[config.mk]
export PLATFORM = sky130hd
export DESIGN_NAME = lifo_stack_with_indexed_access
export DESIGN_NICKNAME = d
export VERILOG_FILES = /design/src/lsia_pkg.sv /design/src/lsia_ctrl.sv /design/src/lsia_dp.sv /design/src/lifo_stack_with_indexed_access.sv
export VERILOG_INCLUDE_DIRS = /design/src /design/src/src
export SDC_FILE = /design/constraint.sdc
export NUM_CORES = 1
export LEC_CHECK = 0
export ABC_AREA = 1
export BUFFER_PORTS_ARGS = -buffer_cell sky130_fd_sc_hd__buf_4
export CAP_MARGIN = 20
export CELL_PAD_IN_SITES_DETAIL_PLACEMENT = 1
export CELL_PAD_IN_SITES_GLOBAL_PLACEMENT = 1
export CORE_AREA = 2 2 264 266
export DETAILED_ROUTE_END_ITERATION = 8
export DIE_AREA = 0 0 266 268
export PLACE_DENSITY_LB_ADDON = 0.25
export SYNTH_ARGS = -nofsm -noshare
export SYNTH_HDL_FRONTEND = slang
export SYNTH_SLANG_ARGS = --single-unit
[constraint.sdc]
create_clock -name i_clk -period 3.5 [get_ports i_clk]
set_clock_uncertainty 0.15 [all_clocks]
set_input_delay 0.7 -clock i_clk [delete_from_list [all_inputs] [get_ports i_clk]]
set_output_delay 0.7 -clock i_clk [all_outputs]
set_load 0.05 [all_outputs]
[src/lifo_stack_with_indexed_access_macros.svh]
// assertion macros for the lifo stack with indexed access
// no dependencies; included by the top level only
`ifndef LIFO_STACK_WITH_INDEXED_ACCESS_MACROS_SVH
`define LIFO_STACK_WITH_INDEXED_ACCESS_MACROS_SVH

`ifndef SYNTHESIS
// same-cycle implication
`define LSIA_ASSERT_NOW(label, clk, rst_n, ante, cons) \
    label: assert property (@(posedge clk) disable iff (!rst_n) (ante) |-> (cons)) \
        else $error("lsia assertion failed");
// next-cycle implication
`define LSIA_ASSERT_NEXT(label, clk, rst_n, ante, cons) \
    label: assert property (@(posedge clk) disable iff (!rst_n) (ante) |=> (cons)) \
        else $error("lsia assertion failed");
`else
`define LSIA_ASSERT_NOW(label, clk, rst_n, ante, cons)
`define LSIA_ASSERT_NEXT(label, clk, rst_n, ante, cons)
`endif

`endif

[src/lsia_pkg.sv]
// shared types and constants for the lifo stack with indexed access
// no dependencies
`timescale 1ns / 1ps

package lsia_pkg;

    localparam int DEPTH_DEFAULT = 8;
    localparam int WORD_W        = 32;
    localparam int POS_W         = 3;
    localparam int COUNT_W       = 4;

    typedef enum logic [1:0] {
        REQ_PUSH   = 2'd0,
        REQ_POP    = 2'd1,
        REQ_PEEK   = 2'd2,
        REQ_CHANGE = 2'd3
    } t_req_kind;

    typedef enum logic [1:0] {
        ERR_OK    = 2'd0,
        ERR_FULL  = 2'd1,
        ERR_EMPTY = 2'd2
    } t_err;

    typedef struct packed {
        t_req_kind                 req_type;
        logic [POS_W-1:0]          position;
        logic signed [WORD_W-1:0]  value;
    } t_req;

    typedef struct packed {
        logic signed [WORD_W-1:0]  data;
        t_err                      error;
        logic [COUNT_W-1:0]        count;
        logic                      is_empty;
        logic                      is_full;
    } t_rsp;

    typedef struct packed {
        logic clear_en;
        logic accept;
        logic exec;
        logic load;
    } t_ctrl_cmd;

    typedef struct packed {
        logic clear_done;
        logic out_busy;
    } t_dp_status;

endpackage

[src/lsia_ctrl.sv]
// control state machine: clearing pass, accept, execute, load result
// depends on lsia_pkg
`timescale 1ns / 1ps

module lsia_ctrl (
    input  logic                  i_clk,
    input  logic                  i_rst_n,
    input  logic                  i_in_valid,
    output logic                  o_in_ready,
    input  lsia_pkg::t_dp_status  i_status,
    output lsia_pkg::t_ctrl_cmd   o_cmd
);
    import lsia_pkg::*;

    typedef enum logic [3:0] {
        S_CLEAR = 4'b0001,
        S_IDLE  = 4'b0010,
        S_EXEC  = 4'b0100,
        S_LOAD  = 4'b1000
    } t_state;

    t_state r_state;
    t_state n_state;

    always_comb begin
        n_state = r_state;
        unique case (r_state)
            S_CLEAR: if (i_status.clear_done) n_state = S_IDLE;
            S_IDLE:  if (i_in_valid) n_state = S_EXEC;
            S_EXEC:  n_state = S_LOAD;
            S_LOAD:  if (!i_status.out_busy) n_state = S_IDLE;
            default: n_state = S_CLEAR;
        endcase
    end

    always_ff @(posedge i_clk) begin
        if (!i_rst_n) begin
            r_state <= S_CLEAR;
        end else begin
            r_state <= n_state;
        end
    end

    assign o_in_ready     = (r_state == S_IDLE);
    assign o_cmd.clear_en = (r_state == S_CLEAR);
    assign o_cmd.accept   = (r_state == S_IDLE) && i_in_valid;
    assign o_cmd.exec     = (r_state == S_EXEC);
    assign o_cmd.load     = (r_state == S_LOAD) && !i_status.out_busy;

endmodule

[src/lsia_dp.sv]
// datapath: stack store, fill count, request and result registers
// depends on lsia_pkg
`timescale 1ns / 1ps

module lsia_dp #(
    parameter int DEPTH = lsia_pkg::DEPTH_DEFAULT
) (
    input  logic                  i_clk,
    input  logic                  i_rst_n,
    input  lsia_pkg::t_ctrl_cmd   i_cmd,
    output lsia_pkg::t_dp_status  o_status,
    input  lsia_pkg::t_req        i_in_data,
    output logic                  o_out_valid,
    input  logic                  i_out_ready,
    output lsia_pkg::t_rsp        o_out_data
);
    import lsia_pkg::*;

    localparam int AW = (DEPTH > 1) ? $clog2(DEPTH) : 1;
    localparam int CW = $clog2(DEPTH + 1);

    logic [WORD_W-1:0]        r_mem [DEPTH];
    logic signed [WORD_W-1:0] r_rd;
    logic [AW-1:0]            r_clr_addr;
    t_req                     r_req;
    logic [CW-1:0]            r_count;
    logic [CW-1:0]            n_count;
    t_err                     r_err;
    t_err                     n_err;
    logic                     r_use_rd;
    logic                     n_use_rd;
    logic                     r_out_valid;
    t_rsp                     r_out;

    logic                     op_we;
    logic [AW-1:0]            op_waddr;
    logic [WORD_W-1:0]        op_wdata;
    logic                     op_re;
    logic [AW-1:0]            op_raddr;

    logic                     mem_we;
    logic [AW-1:0]            mem_waddr;
    logic [WORD_W-1:0]        mem_wdata;

    logic [AW+2:0]            pos_ext;
    logic [AW-1:0]            pos_addr;
    logic                     pos_ok;
    logic [CW-1:0]            cnt_dec;
    logic                     is_full;
    logic                     is_empty;
    logic [CW+3:0]            cnt_ext;

    assign pos_ext  = {AW'(0), r_req.position};
    assign pos_addr = pos_ext[AW-1:0];
    assign pos_ok   = pos_ext < (AW+3)'(DEPTH);
    assign cnt_dec  = r_count - CW'(1);
    assign is_full  = (r_count == CW'(DEPTH));
    assign is_empty = (r_count == CW'(0));

    // decode of the held request
    always_comb begin
        op_we    = 1'b0;
        op_waddr = pos_addr;
        op_wdata = r_req.value;
        op_re    = 1'b0;
        op_raddr = pos_addr;
        n_count  = r_count;
        n_err    = ERR_OK;
        n_use_rd = 1'b0;
        unique case (r_req.req_type)
            REQ_PUSH: begin
                if (is_full) begin
                    n_err = ERR_FULL;
                end else begin
                    op_we    = 1'b1;
                    op_waddr = r_count[AW-1:0];
                    n_count  = r_count + CW'(1);
                end
            end
            REQ_POP: begin
                if (is_empty) begin
                    n_err = ERR_EMPTY;
                end else begin
                    op_we    = 1'b1;
                    op_waddr = cnt_dec[AW-1:0];
                    op_wdata = '0;
                    op_re    = 1'b1;
                    op_raddr = cnt_dec[AW-1:0];
                    n_use_rd = 1'b1;
                    n_count  = cnt_dec;
                end
            end
            REQ_PEEK: begin
                if (is_empty) begin
                    n_err = ERR_EMPTY;
                end else if (pos_ok) begin
                    op_re    = 1'b1;
                    n_use_rd = 1'b1;
                end
            end
            REQ_CHANGE: begin
                op_we = pos_ok;
            end
            default: begin
                n_err = ERR_OK;
            end
        endcase
    end

    // write port shared by the clearing pass and requests
    always_comb begin
        if (i_cmd.clear_en) begin
            mem_we    = 1'b1;
            mem_waddr = r_clr_addr;
            mem_wdata = '0;
        end else begin
            mem_we    = i_cmd.exec && op_we;
            mem_waddr = op_waddr;
            mem_wdata = op_wdata;
        end
    end

    always_ff @(posedge i_clk) begin
        if (mem_we) begin
            r_mem[mem_waddr] <= mem_wdata;
        end
    end

    always_ff @(posedge i_clk) begin
        if (i_cmd.exec && op_re) begin
            r_rd <= r_mem[op_raddr];
        end
    end

    always_ff @(posedge i_clk) begin
        if (!i_rst_n) begin
            r_clr_addr <= '0;
        end else if (i_cmd.clear_en) begin
            r_clr_addr <= r_clr_addr + AW'(1);
        end
    end

    always_ff @(posedge i_clk) begin
        if (!i_rst_n) begin
            r_count <= '0;
        end else if (i_cmd.exec) begin
            r_count <= n_count;
        end
    end

    always_ff @(posedge i_clk) begin
        if (i_cmd.accept) begin
            r_req <= i_in_data;
        end
        if (i_cmd.exec) begin
            r_err    <= n_err;
            r_use_rd <= n_use_rd;
        end
    end

    assign cnt_ext = {4'b0000, r_count};

    always_ff @(posedge i_clk) begin
        if (i_cmd.load) begin
            r_out.data     <= r_use_rd ? r_rd : '0;
            r_out.error    <= r_err;
            r_out.count    <= cnt_ext[COUNT_W-1:0];
            r_out.is_empty <= is_empty;
            r_out.is_full  <= is_full;
        end
    end

    always_ff @(posedge i_clk) begin
        if (!i_rst_n) begin
            r_out_valid <= 1'b0;
        end else if (i_cmd.load) begin
            r_out_valid <= 1'b1;
        end else if (i_out_ready) begin
            r_out_valid <= 1'b0;
        end
    end

    assign o_status.clear_done = (r_clr_addr == AW'(DEPTH - 1));
    assign o_status.out_busy   = r_out_valid && !i_out_ready;
    assign o_out_valid         = r_out_valid;
    assign o_out_data          = r_out;

endmodule

[src/lifo_stack_with_indexed_access.sv]
// top level of the lifo stack with indexed access
// depends on lsia_pkg, lsia_ctrl, lsia_dp and the assertion macro header
//
// usage
//   input channel  i_in_valid / o_in_ready / i_in_data: one request per
//   transaction (push, pop, peek at position, change at position)
//   output channel o_out_valid / i_out_ready / o_out_data: one result per
//   request with data, error code, entry count and empty / full flags
// sequence
//   a request is taken in the idle state, worked on the stack store in the
//   execute state and its result loaded into the output register in the
//   load state; no new request is taken before that load, as set by the
//   registered read port of the stack store, which holds DEPTH words
// reset
//   after i_rst_n is released a clearing pass zeroes the store, one entry
//   a cycle; o_in_ready stays low meanwhile
// stalls
//   the output register holds its result until taken; the next request is
//   still taken and worked, then waits until the output register frees
`timescale 1ns / 1ps
`include "lifo_stack_with_indexed_access_macros.svh"

module lifo_stack_with_indexed_access #(
    parameter int DEPTH = lsia_pkg::DEPTH_DEFAULT
) (
    input  logic            i_clk,
    input  logic            i_rst_n,
    input  logic            i_in_valid,
    output logic            o_in_ready,
    input  lsia_pkg::t_req  i_in_data,
    output logic            o_out_valid,
    input  logic            i_out_ready,
    output lsia_pkg::t_rsp  o_out_data
);
    import lsia_pkg::*;

    // command and status between controller and datapath
    t_ctrl_cmd  ctrl_cmd;
    t_dp_status dp_status;

    // sequencer: clearing pass, then accept / execute / load per request
    lsia_ctrl u_ctrl (
        .i_clk      (i_clk),
        .i_rst_n    (i_rst_n),
        .i_in_valid (i_in_valid),
        .o_in_ready (o_in_ready),
        .i_status   (dp_status),
        .o_cmd      (ctrl_cmd)
    );

    // store, fill count and result register
    lsia_dp #(
        .DEPTH (DEPTH)
    ) u_dp (
        .i_clk       (i_clk),
        .i_rst_n     (i_rst_n),
        .i_cmd       (ctrl_cmd),
        .o_status    (dp_status),
        .i_in_data   (i_in_data),
        .o_out_valid (o_out_valid),
        .i_out_ready (i_out_ready),
        .o_out_data  (o_out_data)
    );

    // one request in flight: no new transaction straight after one is taken
    `LSIA_ASSERT_NEXT(a_one_in_flight, i_clk, i_rst_n, i_in_valid && o_in_ready, !o_in_ready)
    // a result is only loaded while the output register can take it
    `LSIA_ASSERT_NOW(a_load_free, i_clk, i_rst_n, ctrl_cmd.load, !dp_status.out_busy)
    // no transaction accepted during the clearing pass
    `LSIA_ASSERT_NOW(a_clear_blocks, i_clk, i_rst_n, ctrl_cmd.clear_en, !o_in_ready)
    // an empty result carries a zero count and never a full refusal
    `LSIA_ASSERT_NOW(a_empty_flags, i_clk, i_rst_n, o_out_valid && o_out_data.is_empty,
        (o_out_data.count == 4'd0) && !o_out_data.is_full && (o_out_data.error != ERR_FULL))

endmodule
==> out/summary.md, run 1 <==
## Floorplanning
• 83 — I/O pin count
• 68230 um^2 — floorplan core area
• 23.91% — effective utilization at floorplan
• 268 um — Vert. Die Dim
• 71290 um^2 — die outline area
• 96 — standard-cell rows
• 266 um — Die X-Extent

## Critical path
• reg -> reg — critical path class
• flop — nature of the critical path startpoint
• 0.48 ns — register-to-register path setup slack
• 0.51 ns — delay of the slowest cell on the worst path
• 3.66 ns — critical path required time
• sky130_fd_sc_hd__buf_4 — slowest cell on the critical path
• 3.18 ns — Arrival @ worst endpoint
• flop — CP endpoint kind
• 129 — Worst Path Max Fanout
• sky130_fd_sc_hd__nand2_1 — Worst path most repeated cell
• 3 — buffer and inverter count on the worst path
• 11 — number of cells on the worst reg-to-reg path
• u_dp.r_rd[9] — Reg2Reg Capture Point
• u_dp.r_req[36] — Worst Setup SP
• buffers and inverters — critical path's top delay family
• inv_1 > ha_1 > nand3_4 > buf_12 > nand2_4 > buf_4 > nand2_1 > nand3_1 > nand2_1 > nand2_1 > nand2_1 — cells along the critical path
• u_dp.r_req[36] — startpoint of the lowest-slack register-to-register path

## Finish
• 12.21% — fraction of layout cells with a size suffix above 1
• 11290 um^2 — register cell area after layout
• 1651 — final layout net count
• 20.10% — area grow syn2layout
• 0 — ant diodes
• 3643 um^2 — multi-input logic area
• 19590 um^2 — area of all placed cells without fillers
• 7633 — Filler Cells Inserted

## Drt
• 472 — number of design-rule violations left by the first detailed-router iteration
• 43670 um — Total Routed Length
• 10403 — vias
• 21070 um — routed wl met2
• 0 — antenna violation net count after detailed routing
• 17.39 um — routed len/inst
• 19820 um — Metal-1 WL
• 1853 um — Met3 Routed Length
• 4.141 — drt via density
• met4 — top routing layer in use
• 0 — post-detailed-route DRC marker count
• 6 — number of search-and-repair iterations in the first detailed-routing pass

## STA
• 0.7432 ns — Worst Max-Slew Pin Slew
• 3.019 ns — time the worst path needs with I/O delays and setup
• false — unrepaired setup endpoints after global routing
• 0.3312 GHz — Max Freq
• 0.1441 ns — final worst hold slack
• 86.26% — post-route clock period utilization
• 0 — final max-slew violation count
• 0 ns — summed negative setup slack over all endpoints
• 50.45% — worst relative slew slack
• 0 — number of setup violations in the final report
• 0 — final hold violations

## Clock network
• 3 — number of buffers on the longest clock path
• 0.06 ns — post-CTS clock slew at the launch and capture registers of the worst setup and hold paths
• 0 — buffers inserted during post-CTS setup optimization
• 45 — number of buffers added by the clock tree synthesis step
• built — CTS tree
• 2 — total number of H-tree levels
• 0 — hold buffers post-CTS
• 0.58 ns — clock latency on the worst-skew pair
• 0 — Gates resized, CTS repair
• sky130_fd_sc_hd__clkbuf_16 — root buffer cell
• 380 — Num Clock Sinks

## Global route
• 11198 — number of global-route vias before repair
• 66750 um — first-pass GRT wire length
• 130 — maximum number of pins on one net before global-route repair
• 0 — antenna violations before repair
• 12.42% — total track usage
• 0 — leftover overflow at the end of global routing

## Power and ir drop
• 805.9 nW/um^2 — power per standard cell area
• 0.008376 uW — Pleak
• 670.3 uV — VDD IR max
• 15790 uW — overall power consumption

## Placement
• 18130 um^2 — area of placed instances
• 82 — IO buf count
• 24190 um — DP HPWL
• 0.7582 — final RePlAce weighted congestion

## Synthesis
• 16310 um^2 — total standard cell area after synthesis
• 0 — yosys warns
• 1514 — Post-Synthesis Cells
• 1566 — total nets after synthesis
• 69.22% — sequential element share of the synthesized area
• 380 — register bit total from synthesis
• 10.77 um^2 — synthesized area divided by synthesized cell count
• 30 — Cell variety after synth

## Hold path
• u_dp.r_req[35] — endpoint of the worst hold path
• in -> reg — class of the tightest hold or removal check
• i_in_data[35] — beginning of the worst hold path
• 1 — hold path cells

## Outcome
• complete, no violations — status

## Run
• 0 — max-capacitance violation count

-- cell usage in the layout (no fill, tap or decap), types with 2 or more instances in the layout --
master,count
sky130_fd_sc_hd__nand2_1,389
sky130_fd_sc_hd__edfxtp_1,368
sky130_fd_sc_hd__inv_1,283
sky130_fd_sc_hd__nand3_1,239
sky130_fd_sc_hd__buf_4,93
sky130_fd_sc_hd__nor2_1,59
sky130_fd_sc_hd__clkbuf_16,47
sky130_fd_sc_hd__nand3b_1,32
sky130_fd_sc_hd__buf_12,16
sky130_fd_sc_hd__nor2_4,12
sky130_fd_sc_hd__dfxtp_1,12
sky130_fd_sc_hd__ha_1,11
sky130_fd_sc_hd__clkinv_1,8
sky130_fd_sc_hd__o21ai_0,7
sky130_fd_sc_hd__a21oi_1,6
sky130_fd_sc_hd__clkinv_2,5
sky130_fd_sc_hd__clkinvlp_4,5
sky130_fd_sc_hd__clkbuf_1,5
sky130_fd_sc_hd__nand4_1,4
sky130_fd_sc_hd__bufinv_16,4
sky130_fd_sc_hd__nand2_2,3
sky130_fd_sc_hd__nand2_4,3
sky130_fd_sc_hd__clkbuf_8,3
sky130_fd_sc_hd__or2_2,2
sky130_fd_sc_hd__o21bai_1,2
sky130_fd_sc_hd__o22ai_1,2
sky130_fd_sc_hd__inv_6,2
-- routing by layer --
layer / GRT usage, % / up-vias
met4: 3.462 / 0
met2: 21.78 / 152
met3: 2.456 / 68
met1: 15.53 / 5089
li1: - / 5094
met5: 0 / -
-- state kept, by name, summed over array words and instances, names as in the netlist, 2 cells and up --
name and flops:
u_dp.r_mem 256, u_dp.o_out_data 40, u_dp.r_req 34, u_dp.r_rd 32, u_ctrl.r_state 4, u_dp.r_count 4
u_dp.pos_addr 3, u_dp.r_clr_addr 3, u_dp.r_err 2
-- area by class of cell --
class | count | area share, %
clock buffers | 55 | 6.311
clock inverters | 23 | 1.156
inverters | 285 | 5.461
multi-input cells | 778 | 18.60
flip-flops and latches | 380 | 57.64
well taps | 882 | 5.634
repair buffers | 109 | 5.199
-- stage by stage --
stage	utilization (%)	cells	worst slack, ns
6_report	28.71	2512	0.4809
3_3_place_gp	26.57	2434	0.5336
5_1_grt	28.71	2512	0.2197
3_5_place_dp	26.57	2434	0.4390
2_1_floorplan	-	1514	0.03495
4_1_cts	28.71	2512	0.4184
-- synth_stat cells --
library cell                 n  area, um^2
sky130_fd_sc_hd__nand2_1   389        1460
sky130_fd_sc_hd__edfxtp_1  368       11050
sky130_fd_sc_hd__inv_1     283        1062
sky130_fd_sc_hd__nand3_1   239        1196
sky130_fd_sc_hd__nor2_1     70       262.8
sky130_fd_sc_hd__buf_2      43       215.2
sky130_fd_sc_hd__nand3b_1   32       240.2
sky130_fd_sc_hd__buf_6      12       135.1
sky130_fd_sc_hd__clkbuf_1   12       45.04
sky130_fd_sc_hd__dfxtp_1    12       240.2
sky130_fd_sc_hd__ha_1       11       137.6
sky130_fd_sc_hd__o21ai_0     7       35.03
sky130_fd_sc_hd__a21oi_1     6       30.03
sky130_fd_sc_hd__nand2_2     5       31.28
sky130_fd_sc_hd__nand4_1     4       25.02
sky130_fd_sc_hd__buf_1       2       7.510
sky130_fd_sc_hd__buf_4       2       15.01
sky130_fd_sc_hd__nor3_1      2       10.01
sky130_fd_sc_hd__o21bai_1    2       15.01
sky130_fd_sc_hd__o22ai_1     2       12.51
sky130_fd_sc_hd__or2_2       2       12.51
sky130_fd_sc_hd__a211oi_1    1       7.510
sky130_fd_sc_hd__a31oi_1     1       6.260
sky130_fd_sc_hd__clkinv_1    1       3.750
sky130_fd_sc_hd__inv_2       1       3.750
sky130_fd_sc_hd__nand2_4     1       11.26
sky130_fd_sc_hd__nand3_2     1       10.01
sky130_fd_sc_hd__nor2_4      1       11.26
sky130_fd_sc_hd__o21ai_2     1       8.760
sky130_fd_sc_hd__xor2_1      1       8.760
-- logic make-up after synthesis --
group	count (synthesis)	synth area share [%]
simple gates	746	20.05
flops	380	69.22
buf+inv	356	9.121
compound gates	20	0.7057
fa+ha+maj	11	0.8438
xor+xnor	1	0.05371
-- power breakdown --
group	total, uW	switching, uW	internal [uW]
Sequential	7340	269	7080
Clock	4650	1860	2790
Combinational	3790	2820	965
-- worst max-delay path by stage --
| stage | depth (start not counted) | to |
|---|---|---|
| after global routing | 11 | u_dp.r_rd[9] |
| after global placement | 12 | u_dp.r_rd[9] |
| after floorplan | 11 | u_dp.r_mem[0][0] |
| after detailed placement | 11 | u_dp.r_rd[9] |
| after CTS | 11 | u_dp.r_rd[9] |
| final | 11 | u_dp.r_rd[9] |
Power figures use the tool's default switching activity.
==> run 2, diff against run 1 <==
--- a/config.mk
+++ b/config.mk
@@ -11,10 +11,11 @@
 export CAP_MARGIN = 20
 export CELL_PAD_IN_SITES_DETAIL_PLACEMENT = 1
 export CELL_PAD_IN_SITES_GLOBAL_PLACEMENT = 1
-export CORE_AREA = 2 2 264 266
+export CORE_AREA = 2 2 265 267
 export DETAILED_ROUTE_END_ITERATION = 8
-export DIE_AREA = 0 0 266 268
+export DIE_AREA = 0 0 267 269
 export PLACE_DENSITY_LB_ADDON = 0.25
 export SYNTH_ARGS = -nofsm -noshare
 export SYNTH_HDL_FRONTEND = slang
+export SYNTH_HIERARCHICAL = 1
 export SYNTH_SLANG_ARGS = --single-unit
==> out/summary.md, run 2 <==
## Outcome
• complete, no violations — status, unchanged

## Synthesis
• 67.40% — share of Yosys cell area claimed by the top area cell type, was 67.75%
• 32 — Cell variety after synth, was 30
• 368 — count of flip-flops with a built-in enable after synthesis, unchanged
• sky130_fd_sc_hd__edfxtp_1 — Post-synth top flop, unchanged
• sky130_fd_sc_hd__edfxtp_1, sky130_fd_sc_hd__nand2_1, sky130_fd_sc_hd__inv_1 — commonest cells in the netlist, was sky130_fd_sc_hd__nand2_1, sky130_fd_sc_hd__edfxtp_1, sky130_fd_sc_hd__inv_1
• 0% — proportion of synthesized flip-flops having asynchronous set or reset, unchanged
• 6 — yosys warns, was 0
• 10.84 um^2 — synthesized area divided by synthesized cell count, was 10.77 um^2
• 1513 — Post-Synthesis Cells, was 1514
• sky130_fd_sc_hd__edfxtp_1 — dominant cell type by area after synthesis, unchanged
• 1564 — total nets after synthesis, was 1566
• sky130_fd_sc_hd__edfxtp_1 — most frequent cell after synthesis, was sky130_fd_sc_hd__nand2_1
• 380 — register bit total from synthesis, unchanged
• sky130_fd_sc_hd__edfxtp_1, sky130_fd_sc_hd__nand2_1, sky130_fd_sc_hd__nand3_1, sky130_fd_sc_hd__inv_1, sky130_fd_sc_hd__dfxtp_1 — top cells by area, synth, was sky130_fd_sc_hd__edfxtp_1, sky130_fd_sc_hd__nand2_1, sky130_fd_sc_hd__nand3_1, sky130_fd_sc_hd__inv_1, sky130_fd_sc_hd__nor2_1
• 68.86% — sequential element share of the synthesized area, was 69.22%
• 16400 um^2 — total standard cell area after synthesis, was 16310 um^2

## Global route
• 0 — antenna violations before repair, unchanged
• 0 — leftover overflow at the end of global routing, unchanged
• 66500 um — first-pass GRT wire length, was 66750 um
• 11261 — number of global-route vias before repair, was 11198
• 12.24% — total track usage, was 12.42%
• 81 — maximum number of pins on one net before global-route repair, was 130

## STA
• 85.31% — post-route clock period utilization, was 86.26%
• 0 — number of setup violations in the final report, unchanged
• 35.31% — worst relative slew slack, was 50.45%
• false — unrepaired setup endpoints after global routing, unchanged
• 0.3349 GHz — Max Freq, was 0.3312 GHz
• 2.986 ns — time the worst path needs with I/O delays and setup, was 3.019 ns
• 0 ns — summed negative setup slack over all endpoints, unchanged
• 0 — final hold violations, unchanged
• 0 — final max-slew violation count, unchanged
• 0.9703 ns — Worst Max-Slew Pin Slew, was 0.7432 ns

## Clock network
• 45 — number of buffers added by the clock tree synthesis step, unchanged
• 0 — Gates resized, CTS repair, unchanged
• 3 — number of buffers on the longest clock path, unchanged
• 0.57 ns — clock latency on the worst-skew pair, was 0.58 ns
• built — CTS tree, unchanged
• sky130_fd_sc_hd__clkbuf_16 — root buffer cell, unchanged
• 2 — total number of H-tree levels, unchanged
• 0 — hold buffers post-CTS, unchanged
• 0 — buffers inserted during post-CTS setup optimization, unchanged
• 0.06 ns — post-CTS clock slew at the launch and capture registers of the worst setup and hold paths, about the same
• 380 — Num Clock Sinks, unchanged

## Run
• 0 — max-capacitance violation count, unchanged

## Hold path
• 1 — hold path cells, unchanged
• u_dp/r_req[8] — endpoint of the worst hold path, was u_dp.r_req[35]
• in -> reg — class of the tightest hold or removal check, unchanged
• i_in_data[8] — beginning of the worst hold path, was i_in_data[35]

## Power and ir drop
• 786.4 nW/um^2 — power per standard cell area, was 805.9 nW/um^2
• 23.6% — logic gate share of total power, was 24.0%
• 29.3% — Clk pwr share, was 29.5%
• 47.1% — proportion of power drawn by flip-flops and latches, was 46.5%
• 4854 uW — net switching power, was 4953 uW
• 31.41% — switching power as a share of total power, was 31.37%
• 966.6 uV — VDD IR max, was 670.3 uV
• 0.008432 uW — Pleak, was 0.008376 uW
• 10600 uW — Power Internal, was 10830 uW

## Floorplanning
• 269 um — Vert. Die Dim, was 268 um
• 83 — I/O pin count, unchanged
• 23.66% — effective utilization at floorplan, was 23.91%
• 267 um — Die X-Extent, was 266 um
• 71820 um^2 — die outline area, was 71290 um^2
• 69300 um^2 — floorplan core area, was 68230 um^2
• 97 — standard-cell rows, was 96

## Drt
• 5 — number of search-and-repair iterations in the first detailed-routing pass, was 6
• 0 — post-detailed-route DRC marker count, unchanged
• 10501 — vias, was 10403
• 4.065 — drt via density, was 4.141
• 43500 um — Total Routed Length, was 43670 um
• 414 — number of design-rule violations left by the first detailed-router iteration, was 472
• 16.84 um — routed len/inst, was 17.39 um
• 0 — antenna violation net count after detailed routing, unchanged

## Critical path
• 18 — Worst Path Max Fanout, was 129
• 3.10 ns — Arrival @ worst endpoint, was 3.18 ns
• u_dp/r_req[36] — Worst Setup SP, was u_dp.r_req[36]
• u_dp/r_req[36] — startpoint of the lowest-slack register-to-register path, was u_dp.r_req[36]
• flop — nature of the critical path startpoint, unchanged
• flop — CP endpoint kind, unchanged
• 10 — number of cells on the worst reg-to-reg path, was 11
• 0.51 ns — register-to-register path setup slack, was 0.48 ns
• u_dp/r_mem[7][17] — Reg2Reg Capture Point, was u_dp.r_rd[9]
• reg -> reg — critical path class, unchanged
• 3.62 ns — critical path required time, was 3.66 ns

## Finish
• 0 — ant diodes, unchanged
• 19.86% — area grow syn2layout, was 20.10%
• 1662 — final layout net count, was 1651
• u_dp/r_mem — register name with the most flops, was u_dp.r_mem
• sky130_fd_sc_hd__edfxtp_1 — most common library cell in the layout ignoring fill and taps, was sky130_fd_sc_hd__nand2_1
• 28.36% — Core Util, Final, was 28.71%
• sky130_fd_sc_hd__edfxtp_1, sky130_fd_sc_hd__nand2_1, sky130_fd_sc_hd__inv_1 — highest-count cells in the layout ignoring fill and taps, was sky130_fd_sc_hd__nand2_1, sky130_fd_sc_hd__edfxtp_1, sky130_fd_sc_hd__inv_1
• 12.72% — fraction of layout cells with a size suffix above 1, was 12.21%
• 256 — number of flip-flops in the largest register, unchanged

## Placement
• 82 — IO buf count, unchanged
• 0.7260 — final RePlAce weighted congestion, was 0.7582
• 26630 um — DP HPWL, was 24190 um

-- run 2: changes by cell type after synthesis, sizes merged, moves of 2 or more --
cell / before / now
nor3: 2 / 4
nand2: 395 / 362
nand3: 240 / 238
o21ai: 8 / 11
buf: 59 / 62
inv: 284 / 316
clkbuf: 12 / 6
o22ai: 2 / 0
a21oi: 6 / 11
-- run 2: per-stage QoR --
stage	area (um^2)	std cells	setup slack [ns]	power [uW]	hold WS (ns)
3_3_place_gp	18250	2504	0.5317	11040	0.2792
4_1_cts	19650	2583	0.4839	15790	0.1053
3_5_place_dp	18250	2504	0.4921	11160	0.2804
6_report	19650	2583	0.5140	15450	0.1492
5_1_grt	19650	2583	0.1924	16340	0.1148
2_1_floorplan	16400	1513	0.04931	9314	0.2503
-- run 2: how the worst max path moves through the flow --
stage                   endpoint  slack, ns
3_5_place_dp   u_dp/r_mem[7][22]       0.49
3_3_place_gp   u_dp/r_mem[2][20]       0.53
2_1_floorplan   u_dp/r_mem[5][0]       0.05
6_report       u_dp/r_mem[7][17]       0.51
5_1_grt        u_dp/r_mem[6][25]       0.19
4_1_cts        u_dp/r_mem[7][16]       0.48
-- run 2: final cells by class --
type / instances / area [um^2]
Timing Repair Buffer: 119 / 1031
Sequential cell: 380 / 11290
Clock buffer: 54 / 1181
Multi-Input combinational cell: 749 / 3567
Inverter: 316 / 1186
Clock inverter: 25 / 219.0
Tap cell: 940 / 1176
Fill cell: 7826 / 49650
-- run 2: cell families (layout without fill, tap and decap cells) --
| family | after synthesis | after routing | share of synthesized area (%) |
|---|---|---|---|
| xor gates and xnor gates | 1 | 1 | 0.05343 |
| AOI/OAI and AO/OA | 23 | 23 | 0.7403 |
| DFF | 380 | 380 | 68.86 |
| and+or+nand+nor | 715 | 715 | 19.55 |
| adders and majority gates | 10 | 10 | 0.7631 |
| buffers and inverters | 384 | 514 | 10.03 |
-- run 2: worst max-delay path: stages (launching register included) --
cell and delay [ns]:
sky130_fd_sc_hd__edfxtp_1 0.43, sky130_fd_sc_hd__inv_1 0.11, sky130_fd_sc_hd__ha_1 0.38, sky130_fd_sc_hd__buf_4 0.24
sky130_fd_sc_hd__nand3_4 0.11, sky130_fd_sc_hd__nand2_1 0.09, sky130_fd_sc_hd__a21oi_1 0.05, sky130_fd_sc_hd__nand2_1 0.12
sky130_fd_sc_hd__nand3_1 0.34, sky130_fd_sc_hd__nor2_4 0.42, sky130_fd_sc_hd__buf_12 0.23
-- run 2: power by group through the flow --
stage | logic [uW] | registers, uW | clock network (uW)
floorplan | 1960 | 7350 | 0
global placement | 3700 | 7340 | 0
detailed placement | 3780 | 7380 | 0
CTS | 3800 | 7290 | 4700
global route | 4100 | 7380 | 4860
finish | 3650 | 7280 | 4530
-- run 2: layer usage --
layer  up-vias  wire, um  GRT usage (%)
met5         -         0              0
met4         0      1027          3.841
met3        63      1592          2.402
met2       150     20760          20.83
met1      5192     20120          15.67
li1       5096         -              -
